===== config.mk =====
export PLATFORM = sky130hd
export DESIGN_NAME = brd_queue
export DESIGN_NICKNAME = d
export VERILOG_FILES = /design/src/brd_pkg.sv /design/src/brd_queue.sv
export SDC_FILE = /design/constraint.sdc
export NUM_CORES = 1
export LEC_CHECK = 0
export BUFFER_PORTS_ARGS = -buffer_cell sky130_fd_sc_hd__buf_4
export CORE_MARGIN = 2
export CORE_UTILIZATION = 45
export CTS_BUF_LIST = sky130_fd_sc_hd__clkbuf_4
export DETAILED_ROUTE_END_ITERATION = 16
export GPL_ROUTABILITY_DRIVEN = 0
export HOLD_SLACK_MARGIN = 0.08
export PLACE_DENSITY_LB_ADDON = 0.15
export SYNTH_ARGS = -nofsm -noshare
export SYNTH_HDL_FRONTEND = slang
export SYNTH_SLANG_ARGS = --single-unit

===== constraint.sdc =====
create_clock -name clk -period 4.05 [get_ports clk]
set_clock_uncertainty 0.2 [all_clocks]
set_input_delay 0.2025 -clock clk [delete_from_list [all_inputs] [get_ports clk]]
set_output_delay 0.2025 -clock clk [all_outputs]
set_load 0.005 [all_outputs]

===== src/brd_pkg.sv =====
// Shared types and constants for the bitstream reader.
// Holds the operation codes, the payload structs and the command record
// passed from the front end through the command queue to the back end.
package brd_pkg;

  localparam int COUNT_W = 13;
  localparam int CUR_W   = 14;
  localparam int BITS_W  = 6;
  localparam int BURST_W = 7;
  localparam int LADDR_W = 12;
  localparam int VALUE_W = 32;

  localparam int DEFAULT_BUF_DEPTH = 4096;
  localparam int DEFAULT_MAX_BITS  = 32;
  localparam int DEFAULT_MAX_BURST = 64;

  localparam logic [2:0] TOP_BIT = 3'd7;

  typedef enum logic [2:0] {
    OP_LOAD     = 3'd0,
    OP_REWIND   = 3'd1,
    OP_BITS_MSB = 3'd2,
    OP_BITS_LSB = 3'd3,
    OP_BYTES    = 3'd4,
    OP_SKIP     = 3'd5,
    OP_PEEK     = 3'd6,
    OP_WORD     = 3'd7
  } op_t;

  typedef struct packed {
    logic [2:0]         operation;
    logic [BITS_W-1:0]  bit_count;
    logic [COUNT_W-1:0] byte_length;
    logic [LADDR_W-1:0] load_address;
    logic [7:0]         load_value;
  } item_t;

  typedef struct packed {
    logic [VALUE_W-1:0] value;
    logic [COUNT_W-1:0] delivered;
    logic               last;
  } result_t;

  typedef struct packed {
    op_t                op;
    logic [BITS_W-1:0]  bits;
    logic [COUNT_W-1:0] len;
    logic [BURST_W-1:0] burst;
    logic [LADDR_W-1:0] addr;
    logic [7:0]         wdata;
    logic               load_ok;
  } cmd_t;

endpackage


===== src/brd_queue.sv =====
// Two-entry command queue between the front end and the back end.
// Depends on brd_pkg for the command record.
module brd_queue (
  input  logic          clk,
  input  logic          rst,
  input  logic          push,
  input  brd_pkg::cmd_t din,
  output logic          full,
  input  logic          pop,
  output brd_pkg::cmd_t dout,
  output logic          valid
);
  import brd_pkg::*;

  cmd_t       slots [2];
  logic       wr_ptr;
  logic       rd_ptr;
  logic [1:0] count;

  assign full  = count == 2'd2;
  assign valid = count != 2'd0;
  assign dout  = slots[rd_ptr];

  always_ff @(posedge clk) begin
    if (rst) begin
      wr_ptr <= 1'b0;
      rd_ptr <= 1'b0;
      count  <= 2'd0;
    end else begin
      if (push) begin
        wr_ptr <= !wr_ptr;
      end
      if (pop) begin
        rd_ptr <= !rd_ptr;
      end
      count <= count + 2'(push) - 2'(pop);
    end
    if (push) begin
      slots[wr_ptr] <= din;
    end
  end

endmodule


# After elaboration in Yosys (flattened, before gate mapping)
# Memory sizes are Yosys's and may differ from the RTL's. A register that Yosys moved wholly into a read port is not among the register bits.
# Cells that the tools add are included.
totals:
  register_bits: 4
  out_inout_bits: 52
  elab_cells: 14
  inputBits: 54
  ramBits: 100
  n_memories: 1
op_classes:
  eq_ne: 1
  add_sub_neg: 2
  n_mux: 4
  n_reduce_logical: 3
mem_list:
  columns: ["memory", "words", "width", "read_ports", "rd_clocked_by_memory_dff", "write_ports", "line_no", "text"]
  rows:
  - ["slots", 2, 50, 1, 1, 1, "brd_queue.sv:15", "cmd_t slots [2];"]
op_table:
  columns: ["op", "n"]
  rows:
  - ["1-bit two-way mux", 4]
  - ["2-bit by 1-bit adder with 2-bit output", 1]
  - ["2-bit equality test, second input constant", 1]
  - ["1-bit logical NOT", 2]
  - ["2-bit nonzero test", 1]
  - ["2-bit by 1-bit subtractor with 2-bit output", 1]

# Depth between registers and ports, before layout
logic_depth:
  depth_word: 3
  mapped_depth: 6
  mapped_depth_nobuf: 6

# Worst setup path before layout
# No wires, ideal clock.
synth_path:
  path_type: "register to register"
  from: "reg wr_ptr"
  to: "mem slots[0][0] in the netlist's numbering, enable pin"
  t_arrival_ns: 2.558
  setup_time_ns: 0.464
  synth_period_minus_slack_ns: 3.222
  stages_incl_launch_ff: 2
  path_slack_ns: 0.828
  t_required_ns: 3.386
  path_cell_list: "dfxtp_1 nor2b_1"
synth_rtl:
  columns: ["item", "line_no", "text"]
  rows:
  - ["from (decl)", "brd_queue.sv:16", "logic wr_ptr;"]
  - ["from (signal assigned)", "brd_queue.sv:31", "wr_ptr <= !wr_ptr;"]
  - ["to (decl)", "brd_queue.sv:15", null]
# Straight into the memory's write port.

==> results by group <==
GRT
  • GRT Overall Usage: 0.138
  • Met1 Resource Use GR: 0.164
  • Pin count of the biggest net entering global routing: 51
  • Vias in the first global route: 2201
  • First-pass GRT wire length: 10200 um
  • Global routing's busiest layer: met2
  • GR Util met2: 0.240
  • Grt met3 use: 0.0365
  • Gr ovfl total: 0
  • Initial antenna violation count: 0

STA
  • Final hold violations: 0
  • RSZ-0062 raised after global routing: false
  • Final setup viols: 0
  • Least-Margin Pin Slew: 0.949 ns
  • WHS: 0.275 ns
  • Minimum clock period: 2.37 ns
  • Max-slew violation count: 0
  • Setup Total Neg Slack: 0 ns
  • Final Cycle Share: 0.586
  • Fmax: 0.421 GHz
  • Max-slew headroom: 0.367

Clock tree
  • Clock Latency Late Sink: 0.43 ns
  • Num CTS Buffers: 9
  • Clock Tree Buf Depth: 2
  • Post_cts resized: 0
  • Clock root cell: clkbuf_4
  • TritonCTS clock tree: yes
  • Clk slew on worst S/H paths: 0.17 ns
  • H-tree depth: 3
  • Setup Buffers After CTS: 0
  • Clock sinks: 105

Cells and area
  • Commonest cells after routing, fill and taps aside: 107 x buf_4, 100 x edfxtp_1, 54 x dlygate4sd3_1
  • Fin nets: 399
  • Commonest non-fill, non-tap cell in the layout: buf_4
  • ANT cells: 0
  • Share of cells above drive strength 1: 0.509
  • FILL cells: 639
  • Final core occ: 0.638
  • Area growth, synth to finish: 37.0%
  • Finished Layout Cells: 456

Critical path
  • Worst R2R Start: wr_ptr$_SDFFE_PP0P_
  • Crit path depth: 2
  • CP Data Arrival Time: 1.97 ns
  • Critical Path RT: 3.65 ns
  • Startpoint Class: register
  • Crit Path Max Fanout: 50
  • Max incr delay on CP: 1.01 ns
  • R2r endpoint: slots[1][15]$_DFFE_PP_
  • Worst R2R Setup Slack: 2.04 ns
  • Worst r2r path cells: 2
  • CP delay by family, top: flip-flops
  • Critical path class: register to output pin
  • Buf/Inv on CP: 1
  • Worst path cell trace: mux2_4 -> buf_4
  • Nature of the critical path endpoint: output pin
  • Crit-path slowest cell: dfxtp_4

Detailed routing
  • DRT Wirelength: 6800 um
  • Vias per std cell: 4.61
  • DRC errors left: 0
  • Pre-Repair DR Iteration Count: 4
  • DR vias: 2104
  • Antenna Nets Post-Route: 0
  • Avg WL per Cell: 14.9 um
  • Starting DRT DRC Count: 72

Worst hold path
  • Hold_sp: din[32]
  • Hold worst-path end: slots[1][32]$_DFFE_PP_
  • Min-Delay Path Class: input port to register
  • Worst Hold Depth: 2

Placement
  • Port Buffer Count: 105
  • Inst Count DP: 386
  • Post-DP HPWL: 4290 um

Yosys
  • Syn Nets: 233
  • Yosys reg bits: 105
  • Synthesized instance count: 177
  • Post-Syn Area: 4080 sq um
  • Yosys top cell by area: edfxtp_1
  • Top cell type's share of synthesized area: 0.735
  • YS warnings: 0
  • Sequential share of the synthesized area: 0.760
  • Area contributors post-synth: edfxtp_1 74%, mux2_4 18%, buf_12 2.5%
  • Netlist cell types: 13
  • Avg Inst Size Synth: 23.1 sq um

Die
  • Core Rows: 34
  • Core ar.: 8760 sq um
  • IO Pins: 106
  • Initial Utilization: 0.466
  • Die area: 9850 sq um
  • Die span in y: 99.3 um
  • Die width: 99.3 um

Job
  • MaxCap Viol Count: 0

Status
  • Status: finished clean

Pwr
  • Final total power: 0.00215 W
  • Peak VDD IR: 212 uV
  • P_leak: 2.23 nW
  • Power Density: 384 nW/um^2
[cell usage after synthesis]
master / n
inv_1: 2
nor2b_1: 3
xnor2_1: 2
and2_1: 1
xnor3_1: 1
nor2_1: 4
ha_1: 2
or2_2: 1
buf_6: 1
edfxtp_1: 100
mux2_4: 50
dfxtp_1: 5
buf_12: 5
[cells by family (layout without fill, tap and decap cells)]
family,after synthesis,after routing,share of synthesized area
buf+inv,8,179,0.0291
xor+xnor,3,3,0.00980
mux,50,50,0.184
fa+ha+maj,2,2,0.00613
simple gates,9,9,0.0113
flops,105,105,0.760
[sequential cells by signal, indices dropped and copies added (netlist names), named ones only]
signal,flops
count,2
wr_ptr,1
slots,100
rd_ptr,1
[area by class of cell]
cell class              count  area, sq um  share of cell area
clock buffers               9         67.6              0.0121
clock inverters             7         63.8              0.0114
inverters                   2         7.51             0.00134
multi-input cells          64          871               0.156
flip-flops and latches    105         3110               0.555
well taps                 108          135              0.0242
repair buffers            161         1340               0.240
[stage by stage]
stage               setup slack (ns)  area, sq um
finish                          1.68         5600
global route                    1.58         5600
CTS                             1.63         5600
detailed placement              1.99         4920
global placement                2.02         4920
floorplan                      0.828         4080
[what timing repair did]
item,in CTS,in global routing
hold buffers,54,0
endpoints found under the hold margin,105,0
endpoints found under the setup margin,0,0
[worst max path at each step]
| stage | from | endpoint | slack (ns) |
|---|---|---|---|
| 2_1_floorplan | wr_ptr$_SDFFE_PP0P_ | slots[0][0]$_DFFE_PP_ | 0.83 |
| 3_3_place_gp | push | slots[0][40]$_DFFE_PP_ | 2.02 |
| 3_5_place_dp | wr_ptr$_SDFFE_PP0P_ | slots[1][13]$_DFFE_PP_ | 1.99 |
| 4_1_cts | register | dout[41] | 1.63 |
| 5_1_grt | register | dout[39] | 1.58 |
| 6_report | register | dout[23] | 1.68 |
[worst register-to-register path: stages (launching register included)]
cell     delay, ns
dfxtp_1       0.43
and2_2        0.65
buf_4         0.43
[metal layers]
metal / wire length [um] / vias to the layer above
met5: 0 / -
met2: 3470 / 63
met4: 105 / 0
met1: 2860 / 1012
met3: 366 / 9
li1: - / 1020
[power by group]
| group | switching (W) | internal [W] |
|---|---|---|
| Combinational | 0.000110 | 0.000246 |
| Sequential | 0.0000457 | 0.00127 |
| Clock | 0.000346 | 0.000138 |
| Total | 0.000502 | 0.00165 |
Note: power is estimated with default switching activity, not from simulation.
