`config.mk`:
```
export PLATFORM = sky130hd
export DESIGN_NAME = brd_front
export DESIGN_NICKNAME = d
export VERILOG_FILES = /design/src/brd_pkg.sv /design/src/brd_front.sv
export SDC_FILE = /design/constraint.sdc
export NUM_CORES = 1
export LEC_CHECK = 0
export BUFFER_PORTS_ARGS = -buffer_cell sky130_fd_sc_hd__buf_4
export CAP_MARGIN = 10
export CORE_MARGIN = 10
export CORE_UTILIZATION = 24
export DETAILED_ROUTE_END_ITERATION = 8
export GPL_ROUTABILITY_DRIVEN = 0
export PLACE_DENSITY = 0.84
export SYNTH_ARGS = -nofsm -noshare
export SYNTH_HDL_FRONTEND = slang
export SYNTH_SLANG_ARGS = --single-unit
```
`constraint.sdc`:
```
create_clock -name vclk -period 1.1
set_clock_uncertainty 0.2 [all_clocks]
set_input_delay 0.055 -clock vclk [all_inputs]
set_output_delay 0.055 -clock vclk [all_outputs]
set_load 0.005 [all_outputs]
```
`src/brd_pkg.sv`:
```
// Shared types and constants for the bitstream reader.
// Holds the operation codes, the payload structs and the command record
// passed from the front end through the command queue to the back end.
package brd_pkg;

  localparam int COUNT_W = 13;
  localparam int CUR_W   = 14;
  localparam int BITS_W  = 6;
  localparam int BURST_W = 7;
  localparam int LADDR_W = 12;
  localparam int VALUE_W = 32;

  localparam int DEFAULT_BUF_DEPTH = 4096;
  localparam int DEFAULT_MAX_BITS  = 32;
  localparam int DEFAULT_MAX_BURST = 64;

  localparam logic [2:0] TOP_BIT = 3'd7;

  typedef enum logic [2:0] {
    OP_LOAD     = 3'd0,
    OP_REWIND   = 3'd1,
    OP_BITS_MSB = 3'd2,
    OP_BITS_LSB = 3'd3,
    OP_BYTES    = 3'd4,
    OP_SKIP     = 3'd5,
    OP_PEEK     = 3'd6,
    OP_WORD     = 3'd7
  } op_t;

  typedef struct packed {
    logic [2:0]         operation;
    logic [BITS_W-1:0]  bit_count;
    logic [COUNT_W-1:0] byte_length;
    logic [LADDR_W-1:0] load_address;
    logic [7:0]         load_value;
  } item_t;

  typedef struct packed {
    logic [VALUE_W-1:0] value;
    logic [COUNT_W-1:0] delivered;
    logic               last;
  } result_t;

  typedef struct packed {
    op_t                op;
    logic [BITS_W-1:0]  bits;
    logic [COUNT_W-1:0] len;
    logic [BURST_W-1:0] burst;
    logic [LADDR_W-1:0] addr;
    logic [7:0]         wdata;
    logic               load_ok;
  } cmd_t;

endpackage

```
`src/brd_front.sv`:
```
// Front end: accepts input transactions and turns them into commands.
// Depends on brd_pkg; feeds the command queue.
module brd_front #(
  parameter int BUF_DEPTH = brd_pkg::DEFAULT_BUF_DEPTH,
  parameter int MAX_BITS  = brd_pkg::DEFAULT_MAX_BITS,
  parameter int MAX_BURST = brd_pkg::DEFAULT_MAX_BURST
) (
  input  logic           item_valid,
  output logic           item_ready,
  input  brd_pkg::item_t item,
  output logic           push,
  output brd_pkg::cmd_t  cmd,
  input  logic           full
);
  import brd_pkg::*;

  localparam logic [BITS_W-1:0]  BITS_CAP  = BITS_W'(MAX_BITS);
  localparam logic [BURST_W-1:0] BURST_CAP = BURST_W'(MAX_BURST);
  localparam int unsigned        DEPTH_U   = BUF_DEPTH;

  assign item_ready = !full;
  assign push       = item_valid && !full;

  always_comb begin
    cmd.op      = op_t'(item.operation);
    cmd.bits    = (item.bit_count > BITS_CAP) ? BITS_CAP : item.bit_count;
    cmd.len     = item.byte_length;
    cmd.burst   = (item.byte_length > COUNT_W'(BURST_CAP)) ? BURST_CAP
                                                            : item.byte_length[BURST_W-1:0];
    cmd.addr    = item.load_address;
    cmd.wdata   = item.load_value;
    // Loads aimed past the end of the buffer are dropped.
    cmd.load_ok = 32'(item.load_address) < DEPTH_U;
  end

endmodule

```
* Word level (Yosys, flattened, before mapping)
Index checks and enable logic that the tools add are counted.
** Cells by class
- Muxes and demuxes :: 2
- Reduce and logical (&&, ||, !) cells :: 2
- Magnitude comparators :: 2
** Operator list (count)
- $gt A13 B7 Y1 const B :: 1
- $mux W7 :: 1
- $gt A6 B6 Y1 const B :: 1
- $mux W6 :: 1
- $logic_and A1 B1 Y1 :: 1
- $logic_not A1 Y1 :: 1
** Storage, ports and cells
- Word-level logic and storage cells :: 6
- Bits in registers :: 0
- Bits of input ports :: 44
- Output and inout port bits :: 52

* Depth between registers and ports, before layout
Gate-level depths: netlist of run 1.
- Word-level depth :: 2
- Gate-level depth with buffers :: 2
- Mapped depth without buffers :: 2

* Worst setup path before layout of run 1
OpenSTA, ideal clock, no wires.
- Kind :: input to output
- From :: input item[31] in the netlist's numbering
- To :: output cmd[21] in the netlist's numbering
- Setup slack :: 0.226 ns
- Buffers on the path :: 0
- Data arrival time :: 0.619 ns
- Required time :: 0.845 ns
- Cell stages on the path :: 2
- Cells stage by stage :: nor4_4 and4b_1
** RTL lines
- start: declaration :: RTL line brd_front.sv:10 : input brd_pkg::item_t item,
- end: declaration :: RTL line brd_front.sv:12 : output brd_pkg::cmd_t cmd,

==> results of run 1 <==
worst max-delay path by stage:
stage	from	to	slack, ns	depth (start not counted)
6_report	item[30]	cmd[25]	-0.08	4
5_1_grt	item[30]	cmd[25]	-0.16	4
4_1_cts	item[30]	cmd[23]	-0.09	4
3_5_place_dp	item[31]	cmd[23]	-0.11	4
3_3_place_gp	item[31]	cmd[24]	-0.07	4
2_1_floorplan	item[31]	cmd[21]	0.23	2
worst max-delay path: cells and delay by family:
family,cells,cell delay (ns)
and+or+nand+nor,2,0.65
buffers and inverters,2,0.21
Yosys cell counts:
| master | instances | area (um^2) |
|---|---|---|
| sky130_fd_sc_hd__inv_1 | 1 | 3.750 |
| sky130_fd_sc_hd__and4b_1 | 6 | 60.06 |
| sky130_fd_sc_hd__nor2b_1 | 6 | 37.54 |
| sky130_fd_sc_hd__conb_1 | 1 | 3.750 |
| sky130_fd_sc_hd__nor2_1 | 1 | 3.750 |
| sky130_fd_sc_hd__nand3b_1 | 1 | 7.510 |
| sky130_fd_sc_hd__clkbuf_1 | 1 | 3.750 |
| sky130_fd_sc_hd__buf_4 | 37 | 277.8 |
| sky130_fd_sc_hd__nor4_4 | 1 | 21.27 |
cell families (layout without fill, tap and decap cells):
logic type	after synthesis	count (layout)	share of synthesized area, %
buf+inv	39	74	68.06
simple gates	15	15	31.05
other cells	1	1	0.8947
per-layer routing:
layer / global-route usage (%) / vias to the layer above / wire length (um)
met1: 8.219 / 197 / 673
met4: 0 / 0 / 0
li1: - / 210 / -
met2: 20.20 / 63 / 1123
met5: 0 / - / 0
met3: 7.724 / 0 / 490
repair_timing:
item / in CTS / in global routing
hold endpoints to repair: 23 / 0
endpoints found under the setup margin: 6 / 7
hold buffers: 23 / 0
gates resized for setup: 3 / 2
pin swaps: 3 / 2
power by group:
part	leakage (nW)	switching [mW]	internal (mW)	total, mW
Sequential	0	0	0	0
Combinational	0.411	0.0834	0.167	0.251
Clock	0	0	0	0
Total	0.411	0.0834	0.167	0.251
layout make-up:
| class | instances | area, um^2 |
|---|---|---|
| fillers | 160 | 905.9 |
| inverters | 1 | 3.754 |
| multi-input cells | 16 | 133.9 |
| well taps | 17 | 21.27 |
| repair buffers | 73 | 624.3 |
==> metrics.txt, run 1 <==
# TYPE chip_impl_metric gauge
chip_impl_metric{name="areaGrowthSynthToFinish",unit="%"} 86.87
chip_impl_metric{name="design.die.area",unit="mm^2"} 0.003818
chip_impl_metric{name="boundaryPins",unit=""} 96
chip_impl_metric{name="numPortBuffers",unit=""} 49
chip_impl_metric{name="area.sequential",unit="um^2"} 0
chip_impl_metric{name="synth_seq_area_share",unit="%"} 0
chip_impl_metric{name="hold-path-cell-count",unit=""} 2
chip_impl_metric{name="globalRouteOverflowTotal",unit=""} 0
chip_impl_metric{name="wl_per_cell",unit="um"} 21.37
chip_impl_metric{name="post-cts-setup-buffers",unit=""} 0
chip_impl_metric{name="power_per_cell_area",unit="mW/mm^2"} 320.1
chip_impl_metric{name="fp.dieW",unit="um"} 61.79
chip_impl_metric{name="timing.critical_path.arrival",unit="ns"} 0.92
chip_impl_metric{name="grt_antenna_before_repair",unit=""} 0
chip_impl_metric{name="power.static_leakage",unit="nW"} 0.4109
chip_impl_metric{name="fin_util",unit="%"} 46.37
chip_impl_metric{name="rows",unit=""} 15
chip_impl_metric{name="syn-mean-instance-area",unit="um^2"} 7.621
chip_impl_metric{name="final_cell_area",unit="um^2"} 783.3
chip_impl_metric{name="yosysUniqueCellTypes",unit=""} 9
chip_impl_metric{name="critPathRequiredTime",unit="ns"} 0.84
chip_impl_metric{name="routed_vias_inst",unit=""} 4.393
chip_impl_metric{name="drt_pass1_iterations",unit=""} 4
chip_impl_info{name="cp_cell_sequence",value="buf_8 > nor4_4 > and4b_1 > buf_6"} 1
chip_impl_metric{name="dp_worst_setup_slack",unit="ns"} -0.1078
chip_impl_metric{name="synth.net_count",unit=""} 99
chip_impl_metric{name="final.period_utilization",unit="%"} 107.0
chip_impl_info{name="timing.hold.worst_endpoint",value="cmd[38]"} 1
chip_impl_info{name="crit_path_start_kind",value="input pin"} 1
chip_impl_metric{name="first_global_vias",unit=""} 539
chip_impl_metric{name="post_route_cells_drive_above_1_share",unit="%"} 56.67
chip_impl_metric{name="vdd_ir_drop_max",unit="V"} 0.0001303
chip_impl_info{name="hold_crit_path_type",value="input pin to output port"} 1
chip_impl_info{name="crit_path_end_kind",value="output port"} 1
chip_impl_metric{name="core",unit="mm^2"} 0.001689
chip_impl_metric{name="ys.warnings.count",unit=""} 0
chip_impl_info{name="run_status",value="finished with violations"} 1
chip_impl_metric{name="layout.sequential_cells",unit=""} 0
chip_impl_metric{name="initial_core_util",unit="%"} 24.81
chip_impl_metric{name="postSynthCellCount",unit=""} 55
chip_impl_metric{name="route.antenna.remaining_nets",unit=""} 0
chip_impl_info{name="mostFrequentLayoutCells",value="sky130_fd_sc_hd__buf_4 (46), sky130_fd_sc_hd__dlygate4sd3_1 (23), sky130_fd_sc_hd__and4b_1 (6), sky130_fd_sc_hd__nor2b_1 (6), sky130_fd_sc_hd__buf_6 (3)"} 1
chip_impl_metric{name="routed_wl",unit="mm"} 2.287
chip_impl_metric{name="maxClockFrequency",unit="MHz"} 849.7
chip_impl_info{name="cell_with_the_largest_stage_delay_on_the_worst_path",value="sky130_fd_sc_hd__nor4_4"} 1
chip_impl_metric{name="detailedRoute.firstIterationViolations",unit=""} 3
chip_impl_metric{name="critPathMaxFanout",unit=""} 7
chip_impl_metric{name="chipHeight",unit="um"} 61.79
chip_impl_metric{name="dpl-instance-area",unit="um^2"} 534.3
chip_impl_metric{name="globalRouteTotalUtil",unit="%"} 10.21
chip_impl_metric{name="final-hold-violation-count",unit=""} 0
chip_impl_metric{name="final_critical_path_setup_slack",unit="ns"} -0.07692
chip_impl_metric{name="finalCriticalPeriod",unit="ns"} 1.177
chip_impl_info{name="grt_setup_unrepaired",value="true"} 1
chip_impl_metric{name="cell_area_after_synthesis",unit="um^2"} 419.2
chip_impl_info{name="violations",value="negative setup slack"} 1
chip_impl_metric{name="timing_max_transition_violations_final",unit=""} 0
chip_impl_metric{name="clock_buffer_count",unit=""} 0
chip_impl_info{name="hold_start",value="item[30]"} 1
chip_impl_metric{name="instance_count_after_placement_with_tap_cells_included",unit=""} 84
chip_impl_metric{name="non_filler_instance_count_after_layout",unit=""} 107
chip_impl_info{name="worstSetupPathType",value="input pin to output port"} 1
chip_impl_metric{name="remaining_drc_errors",unit=""} 0
chip_impl_metric{name="antennaDiodeCount",unit=""} 0
chip_impl_metric{name="drv_cap",unit=""} 0
chip_impl_metric{name="report.final.setup_viol",unit=""} 6
chip_impl_metric{name="critPathMaxStageDelay",unit="ns"} 0.37
chip_impl_metric{name="fin_setup_tns",unit="ns"} -0.3085
chip_impl_metric{name="power.total",unit="uW"} 250.7
chip_impl_metric{name="routed-via-count",unit=""} 470
chip_impl_metric{name="wire_length_of_the_first_global_routing_pass",unit="mm"} 2.932
chip_impl_metric{name="hold-worst-slack",unit="ns"} 0.08580
chip_impl_metric{name="grt_max_degree",unit=""} 9
chip_impl_metric{name="design.final.nets",unit=""} 136
chip_impl_info{name="layout_commonest_cell",value="sky130_fd_sc_hd__buf_4"} 1
Power figures use the tool's default switching activity.
==> run 2, diff against run 1 <==
--- a/config.mk
+++ b/config.mk
@@ -8,10 +8,11 @@
 export BUFFER_PORTS_ARGS = -buffer_cell sky130_fd_sc_hd__buf_4
 export CAP_MARGIN = 10
 export CORE_MARGIN = 10
-export CORE_UTILIZATION = 24
+export CORE_UTILIZATION = 26
 export DETAILED_ROUTE_END_ITERATION = 8
 export GPL_ROUTABILITY_DRIVEN = 0
-export PLACE_DENSITY = 0.84
+export MAX_ROUTING_LAYER = met4
+export PLACE_DENSITY = 0.9
 export SYNTH_ARGS = -nofsm -noshare
 export SYNTH_HDL_FRONTEND = slang
 export SYNTH_SLANG_ARGS = --single-unit
==> constraint.sdc (replaced) <==
create_clock -name vclk -period 1.5
set_clock_uncertainty 0.2 [all_clocks]
set_input_delay 0.075 -clock vclk [all_inputs]
set_output_delay 0.075 -clock vclk [all_outputs]
set_load 0.005 [all_outputs]
==> run 2 against run 1 <==
Effect of this change: the run now ends clean; sequential cell count is the same; count of clock-buffer cells in the layout is the same; via count shrank 4.5%; cell area shrank 3.5%; hold slack gained 0.043 ns; critical path type unchanged; critical endpoint is now cmd[24]; largest cell class unchanged.
==> metrics.txt, run 2 (synthesis results as in run 1) <==
# TYPE chip_impl_metric gauge
chip_impl_info{name="run_status",value="finished clean"} 1
chip_impl_metric{name="finalCriticalPeriod",unit="ns"} 1.242
chip_impl_info{name="critical-path-top-delay-family",value="simple AND/OR/NAND/NOR gates"} 1
chip_impl_info{name="layout_commonest_cell",value="sky130_fd_sc_hd__buf_4"} 1
chip_impl_metric{name="clock_buffer_count",unit=""} 0
chip_impl_metric{name="design.die.area",unit="mm^2"} 0.003618
chip_impl_metric{name="globalRouteTotalUtil",unit="%"} 9.879
chip_impl_metric{name="detailedRoute.firstIterationViolations",unit=""} 2
chip_impl_metric{name="post_route_cells_drive_above_1_share",unit="%"} 56.18
chip_impl_info{name="crit_path_end_kind",value="output port"} 1
chip_impl_metric{name="critPathRequiredTime",unit="ns"} 1.22
chip_impl_metric{name="fin_util",unit="%"} 49.59
chip_impl_metric{name="initial_core_util",unit="%"} 27.50
chip_impl_metric{name="power_per_cell_area",unit="mW/mm^2"} 235.9
chip_impl_metric{name="numPortBuffers",unit=""} 49
chip_impl_metric{name="critPathMaxStageDelay",unit="ns"} 0.40
chip_impl_metric{name="drv_cap",unit=""} 0
chip_impl_info{name="mostFrequentLayoutCells",value="sky130_fd_sc_hd__buf_4 (49), sky130_fd_sc_hd__dlygate4sd3_1 (23), sky130_fd_sc_hd__and4b_1 (6), sky130_fd_sc_hd__nor2b_1 (6)"} 1
chip_impl_metric{name="routed-via-count",unit=""} 449
chip_impl_info{name="critical-path-top-cell-by-count",value="sky130_fd_sc_hd__buf_4"} 1
chip_impl_metric{name="remaining_drc_errors",unit=""} 0
chip_impl_metric{name="timing.critical_path.arrival",unit="ns"} 0.97
chip_impl_metric{name="final-hold-violation-count",unit=""} 0
chip_impl_metric{name="report.final.setup_viol",unit=""} 0
chip_impl_metric{name="route.antenna.remaining_nets",unit=""} 0
chip_impl_metric{name="fp.dieW",unit="um"} 60.15
chip_impl_metric{name="routed_vias_inst",unit=""} 4.276
chip_impl_metric{name="chipHeight",unit="um"} 60.15
chip_impl_info{name="hold_crit_path_type",value="input pin to output port"} 1
chip_impl_metric{name="fin_setup_tns",unit="ns"} 0
chip_impl_metric{name="vdd_ir_drop_max",unit="V"} 0.0001200
chip_impl_metric{name="globalRouteOverflowTotal",unit=""} 0
chip_impl_metric{name="critPathMaxFanout",unit=""} 7
chip_impl_metric{name="power.static_leakage",unit="nW"} 0.4005
chip_impl_metric{name="first_global_vias",unit=""} 544
chip_impl_metric{name="timing_max_transition_violations_final",unit=""} 0
chip_impl_metric{name="layout.sequential_cells",unit=""} 0
chip_impl_info{name="cp_cell_sequence",value="buf_4 > nor4_4 > and4b_1 > buf_4"} 1
chip_impl_info{name="worstSetupPathType",value="input pin to output port"} 1
chip_impl_metric{name="boundaryPins",unit=""} 96
chip_impl_metric{name="wire_length_of_the_first_global_routing_pass",unit="mm"} 2.815
chip_impl_info{name="crit_path_start_kind",value="input pin"} 1
chip_impl_metric{name="routed_wl",unit="mm"} 2.131
chip_impl_metric{name="final.period_utilization",unit="%"} 82.78
chip_impl_metric{name="antennaDiodeCount",unit=""} 0
chip_impl_metric{name="drt_pass1_iterations",unit=""} 2
chip_impl_metric{name="rows",unit=""} 14
chip_impl_metric{name="grt_max_degree",unit=""} 9
chip_impl_metric{name="area.sequential",unit="um^2"} 0
chip_impl_metric{name="core",unit="mm^2"} 0.001524
chip_impl_metric{name="final.fill_count",unit=""} 147
chip_impl_metric{name="maxClockFrequency",unit="MHz"} 805.3
chip_impl_metric{name="design.final.nets",unit=""} 135
chip_impl_metric{name="post-cts-setup-buffers",unit=""} 0
chip_impl_metric{name="wl_per_cell",unit="um"} 20.30
chip_impl_metric{name="grt_antenna_before_repair",unit=""} 0
chip_impl_metric{name="areaGrowthSynthToFinish",unit="%"} 80.30
chip_impl_info{name="cell_with_the_largest_stage_delay_on_the_worst_path",value="sky130_fd_sc_hd__nor4_4"} 1
chip_impl_info{name="grt_setup_unrepaired",value="false"} 1
chip_impl_metric{name="critical_path_buf_inv_count",unit=""} 2
## run 2: cell count changes in the layout (fill, tap and decap cells not counted), sizes merged
cell	change
buf	-1
## run 2: worst paths after layout
check | start | endpoint | slack, ns | depth (start not counted)
max | item[31] | cmd[24] | 0.26 | 4
min | item[20] | cmd[28] | 0.13 | 2
## run 2: metrics by stage
stage,cells,instance area [um^2],hold WS (ns),total power [mW],setup slack [ns]
floorplan,55,419.2,-0.02346,0.09620,0.5857
global placement,82,525.5,-0.04997,0.1181,0.2857
detailed placement,82,525.5,-0.04997,0.1221,0.2537
CTS,105,755.7,0.1302,0.1814,0.2537
global route,105,755.7,0.1329,0.1907,0.1675
finish,105,755.7,0.1284,0.1783,0.2583
## run 2: where the power goes
part	leakage, nW	internal [mW]	switching [mW]	total [mW]
combinational	0.401	0.118	0.0602	0.178
clock	0	0	0	0
sequential	0	0	0	0
total	0.401	0.118	0.0602	0.178
## run 2: what timing repair did
item                                   4_1_cts  5_1_grt
gates resized for setup                      0        0
endpoints found under the hold margin       23        0
hold buffers                                23        0
## run 2: routing by layer
metal,wire (um),track usage [%]
met5,0,-
met4,19,0.9615
met3,243,3.390
met2,1229,19.41
met1,637,9.133
## run 2: layout make-up
type                       count  area (um^2)  area share, %
multi-input combinational     16        133.9          17.72
inverter                       1        3.754         0.4967
tap                           16        20.02          2.649
timing repair buffer          72        598.1          79.14
==> run 3, diff against run 2 <==
--- a/config.mk
+++ b/config.mk
@@ -8,11 +8,11 @@
 export BUFFER_PORTS_ARGS = -buffer_cell sky130_fd_sc_hd__buf_4
 export CAP_MARGIN = 10
 export CORE_MARGIN = 10
-export CORE_UTILIZATION = 26
+export CORE_UTILIZATION = 22
 export DETAILED_ROUTE_END_ITERATION = 8
 export GPL_ROUTABILITY_DRIVEN = 0
 export MAX_ROUTING_LAYER = met4
-export PLACE_DENSITY = 0.9
+export PLACE_DENSITY = 0.81
 export SYNTH_ARGS = -nofsm -noshare
 export SYNTH_HDL_FRONTEND = slang
 export SYNTH_SLANG_ARGS = --single-unit
==> constraint.sdc (replaced) <==
create_clock -name vclk -period 1.08
set_clock_uncertainty 0.2 [all_clocks]
set_input_delay 0.054 -clock vclk [all_inputs]
set_output_delay 0.054 -clock vclk [all_outputs]
set_load 0.005 [all_outputs]
==> run 3 against run 2 <==
Effect of this change: the run now ends with negative setup slack left; critical path type unchanged; sequential share of layout area is the same; non-clock buffer count grew 2; core utilization shrank 4.8 points; global-route usage shrank 1.0 points; total power grew 41%; highest routed layer is now met3; wire length shrank 0.94%; cell count grew 10%; sequential cell count is the same; first-iteration DRC count grew to 15 times the previous value; count of clock-buffer cells in the layout is the same; via count shrank 1.1%; critical path depth grew 1.
==> metrics.txt, run 3 (synthesis results as in run 1) <==
# TYPE chip_impl_metric gauge
chip_impl_info{name="run_status",value="finished with violations"} 1
chip_impl_info{name="violations",value="negative setup slack"} 1
chip_impl_metric{name="grt_use_met1",unit="%"} 7.670
chip_impl_metric{name="boundaryPins",unit=""} 96
chip_impl_metric{name="routed_wl",unit="mm"} 2.111
chip_impl_metric{name="maxClockFrequency",unit="MHz"} 885.5
chip_impl_metric{name="chipHeight",unit="um"} 63.65
chip_impl_metric{name="post-cts-setup-buffers",unit=""} 0
chip_impl_metric{name="initial_core_util",unit="%"} 23.76
chip_impl_info{name="hold_crit_path_type",value="input pin to output port"} 1
chip_impl_info{name="crit_path_start_kind",value="input pin"} 1
chip_impl_metric{name="timing.critical_path.arrival",unit="ns"} 0.88
chip_impl_metric{name="fp.dieW",unit="um"} 63.65
chip_impl_metric{name="antennaDiodeCount",unit=""} 0
chip_impl_metric{name="drv_cap",unit=""} 0
chip_impl_metric{name="routed-via-count",unit=""} 444
chip_impl_metric{name="dp_worst_setup_slack",unit="ns"} -0.08132
chip_impl_metric{name="routed_vias_inst",unit=""} 3.828
chip_impl_metric{name="clkPwrFrac",unit="%"} 0
chip_impl_info{name="worstSetupPathType",value="input pin to output port"} 1
chip_impl_info{name="crit_path_end_kind",value="output port"} 1
chip_impl_info{name="mostFrequentLayoutCells",value="sky130_fd_sc_hd__buf_4 (49), sky130_fd_sc_hd__dlygate4sd3_1 (23), sky130_fd_sc_hd__and4b_1 (6), sky130_fd_sc_hd__nor2b_1 (6), sky130_fd_sc_hd__buf_6 (2)"} 1
chip_impl_metric{name="post_route_cells_drive_above_1_share",unit="%"} 57.14
chip_impl_metric{name="share_comb_of_total_power",unit="%"} 100.0
chip_impl_metric{name="final_critical_path_setup_slack",unit="ns"} -0.04928
chip_impl_metric{name="timing_max_transition_violations_final",unit=""} 0
chip_impl_metric{name="critPathRequiredTime",unit="ns"} 0.83
chip_impl_metric{name="detailedRoute.firstIterationViolations",unit=""} 29
chip_impl_metric{name="design.die.area",unit="mm^2"} 0.004051
chip_impl_metric{name="numPortBuffers",unit=""} 49
chip_impl_metric{name="remaining_drc_errors",unit=""} 0
chip_impl_metric{name="critPathMaxFanout",unit=""} 7
chip_impl_metric{name="first_global_vias",unit=""} 520
chip_impl_metric{name="globalRouteMet3Util",unit="%"} 3.004
chip_impl_metric{name="area.sequential",unit="um^2"} 0
chip_impl_metric{name="global_route.usage.met2",unit="%"} 18.59
chip_impl_metric{name="wl_per_cell",unit="um"} 18.20
chip_impl_info{name="layout_commonest_cell",value="sky130_fd_sc_hd__buf_4"} 1
chip_impl_metric{name="areaGrowthSynthToFinish",unit="%"} 88.36
chip_impl_metric{name="rows",unit=""} 15
chip_impl_metric{name="design.final.nets",unit=""} 137
chip_impl_info{name="grt_busiest_layer",value="met2"} 1
chip_impl_metric{name="p_seq_share",unit="%"} 0
chip_impl_metric{name="grt_max_degree",unit=""} 9
chip_impl_info{name="grt_setup_unrepaired",value="true"} 1
chip_impl_metric{name="power_per_cell_area",unit="mW/mm^2"} 317.8
chip_impl_metric{name="power.switching",unit="uW"} 81.22
chip_impl_metric{name="p_int",unit="uW"} 169.6
chip_impl_metric{name="globalRouteOverflowTotal",unit=""} 0
chip_impl_metric{name="vdd_ir_drop_max",unit="V"} 0.0001389
chip_impl_metric{name="grt_antenna_before_repair",unit=""} 0
chip_impl_info{name="hold_start",value="item[22]"} 1
chip_impl_metric{name="globalRouteTotalUtil",unit="%"} 8.847
chip_impl_metric{name="power.static_leakage",unit="nW"} 0.4135
chip_impl_metric{name="fin_setup_tns",unit="ns"} -0.2535
chip_impl_metric{name="dpl-instance-area",unit="um^2"} 551.8
chip_impl_metric{name="final.period_utilization",unit="%"} 104.6
chip_impl_metric{name="drt_pass1_iterations",unit=""} 4
chip_impl_metric{name="hold-path-cell-count",unit=""} 2
chip_impl_metric{name="wire_length_of_the_first_global_routing_pass",unit="mm"} 2.884
chip_impl_metric{name="report.final.setup_viol",unit=""} 6
chip_impl_metric{name="power.switching_fraction",unit="%"} 32.38
chip_impl_metric{name="clock_buffer_count",unit=""} 0
chip_impl_metric{name="core",unit="mm^2"} 0.001764
chip_impl_metric{name="route.antenna.remaining_nets",unit=""} 0
chip_impl_metric{name="hpwl_after_detailed_placement",unit="mm"} 1.405
chip_impl_metric{name="final-hold-violation-count",unit=""} 0
chip_impl_metric{name="final_cell_area",unit="um^2"} 789.5
chip_impl_metric{name="layout.sequential_cells",unit=""} 0
chip_impl_info{name="timing.hold.worst_endpoint",value="cmd[30]"} 1
chip_impl_metric{name="finalCriticalPeriod",unit="ns"} 1.129
==> run 3: stage by stage <==
stage / total power [mW] / utilization, % / cells / hold slack (ns)
after global placement: 0.1683 / 31.28 / 93 / -0.09197
after floorplan: 0.1336 / - / 55 / -0.06546
after CTS: 0.2559 / 44.75 / 116 / 0.08698
after global routing: 0.2719 / 44.75 / 116 / 0.09091
after detailed placement: 0.1710 / 31.28 / 93 / -0.09197
final: 0.2509 / 44.75 / 116 / 0.08417
==> run 3: worst max-delay path by stage <==
stage	to	cells after the start	from	slack, ns
2_1_floorplan	cmd[21]	2	item[31]	0.21
3_3_place_gp	cmd[26]	5	item[31]	-0.07
3_5_place_dp	cmd[26]	5	item[31]	-0.08
4_1_cts	cmd[26]	5	item[30]	-0.05
5_1_grt	cmd[26]	5	item[30]	-0.11
6_report	cmd[26]	5	item[30]	-0.05
==> run 3: what timing repair did <==
action / 4_1_cts / 5_1_grt
pin swaps: 4 / 4
cloned: 0 / 0
hold buffers: 23 / 0
setup endpoints to repair: 6 / 6
resized for setup: 2 / 0
endpoints found under the hold margin: 23 / 0
==> run 3: metal layers <==
layer,share of wire (%),up-vias,wire length [um]
met4,0,0,0
li1,-,213,-
met1,30,191,643
met2,60,40,1276
met5,0,-,0
met3,9.0,0,191
==> run 3: worst max-delay path, stage by stage <==
cell	delay [ns]
sky130_fd_sc_hd__buf_6	0.10
sky130_fd_sc_hd__nor4_4	0.25
sky130_fd_sc_hd__buf_4	0.17
sky130_fd_sc_hd__and4b_1	0.19
sky130_fd_sc_hd__buf_4	0.11
==> run 3: power by group through the flow <==
stage	Clock (mW)	Sequential [mW]	Combinational, mW
finish	0	0	0.251
global route	0	0	0.272
detailed placement	0	0	0.171
floorplan	0	0	0.134
CTS	0	0	0.256
global placement	0	0	0.168
==> run 3: cell type report <==
type | instances | area [um^2]
fillers | 191 | 974.7
inverters | 1 | 3.754
multi-input cells | 16 | 133.9
well taps | 25 | 31.28
repair buffers | 74 | 620.6
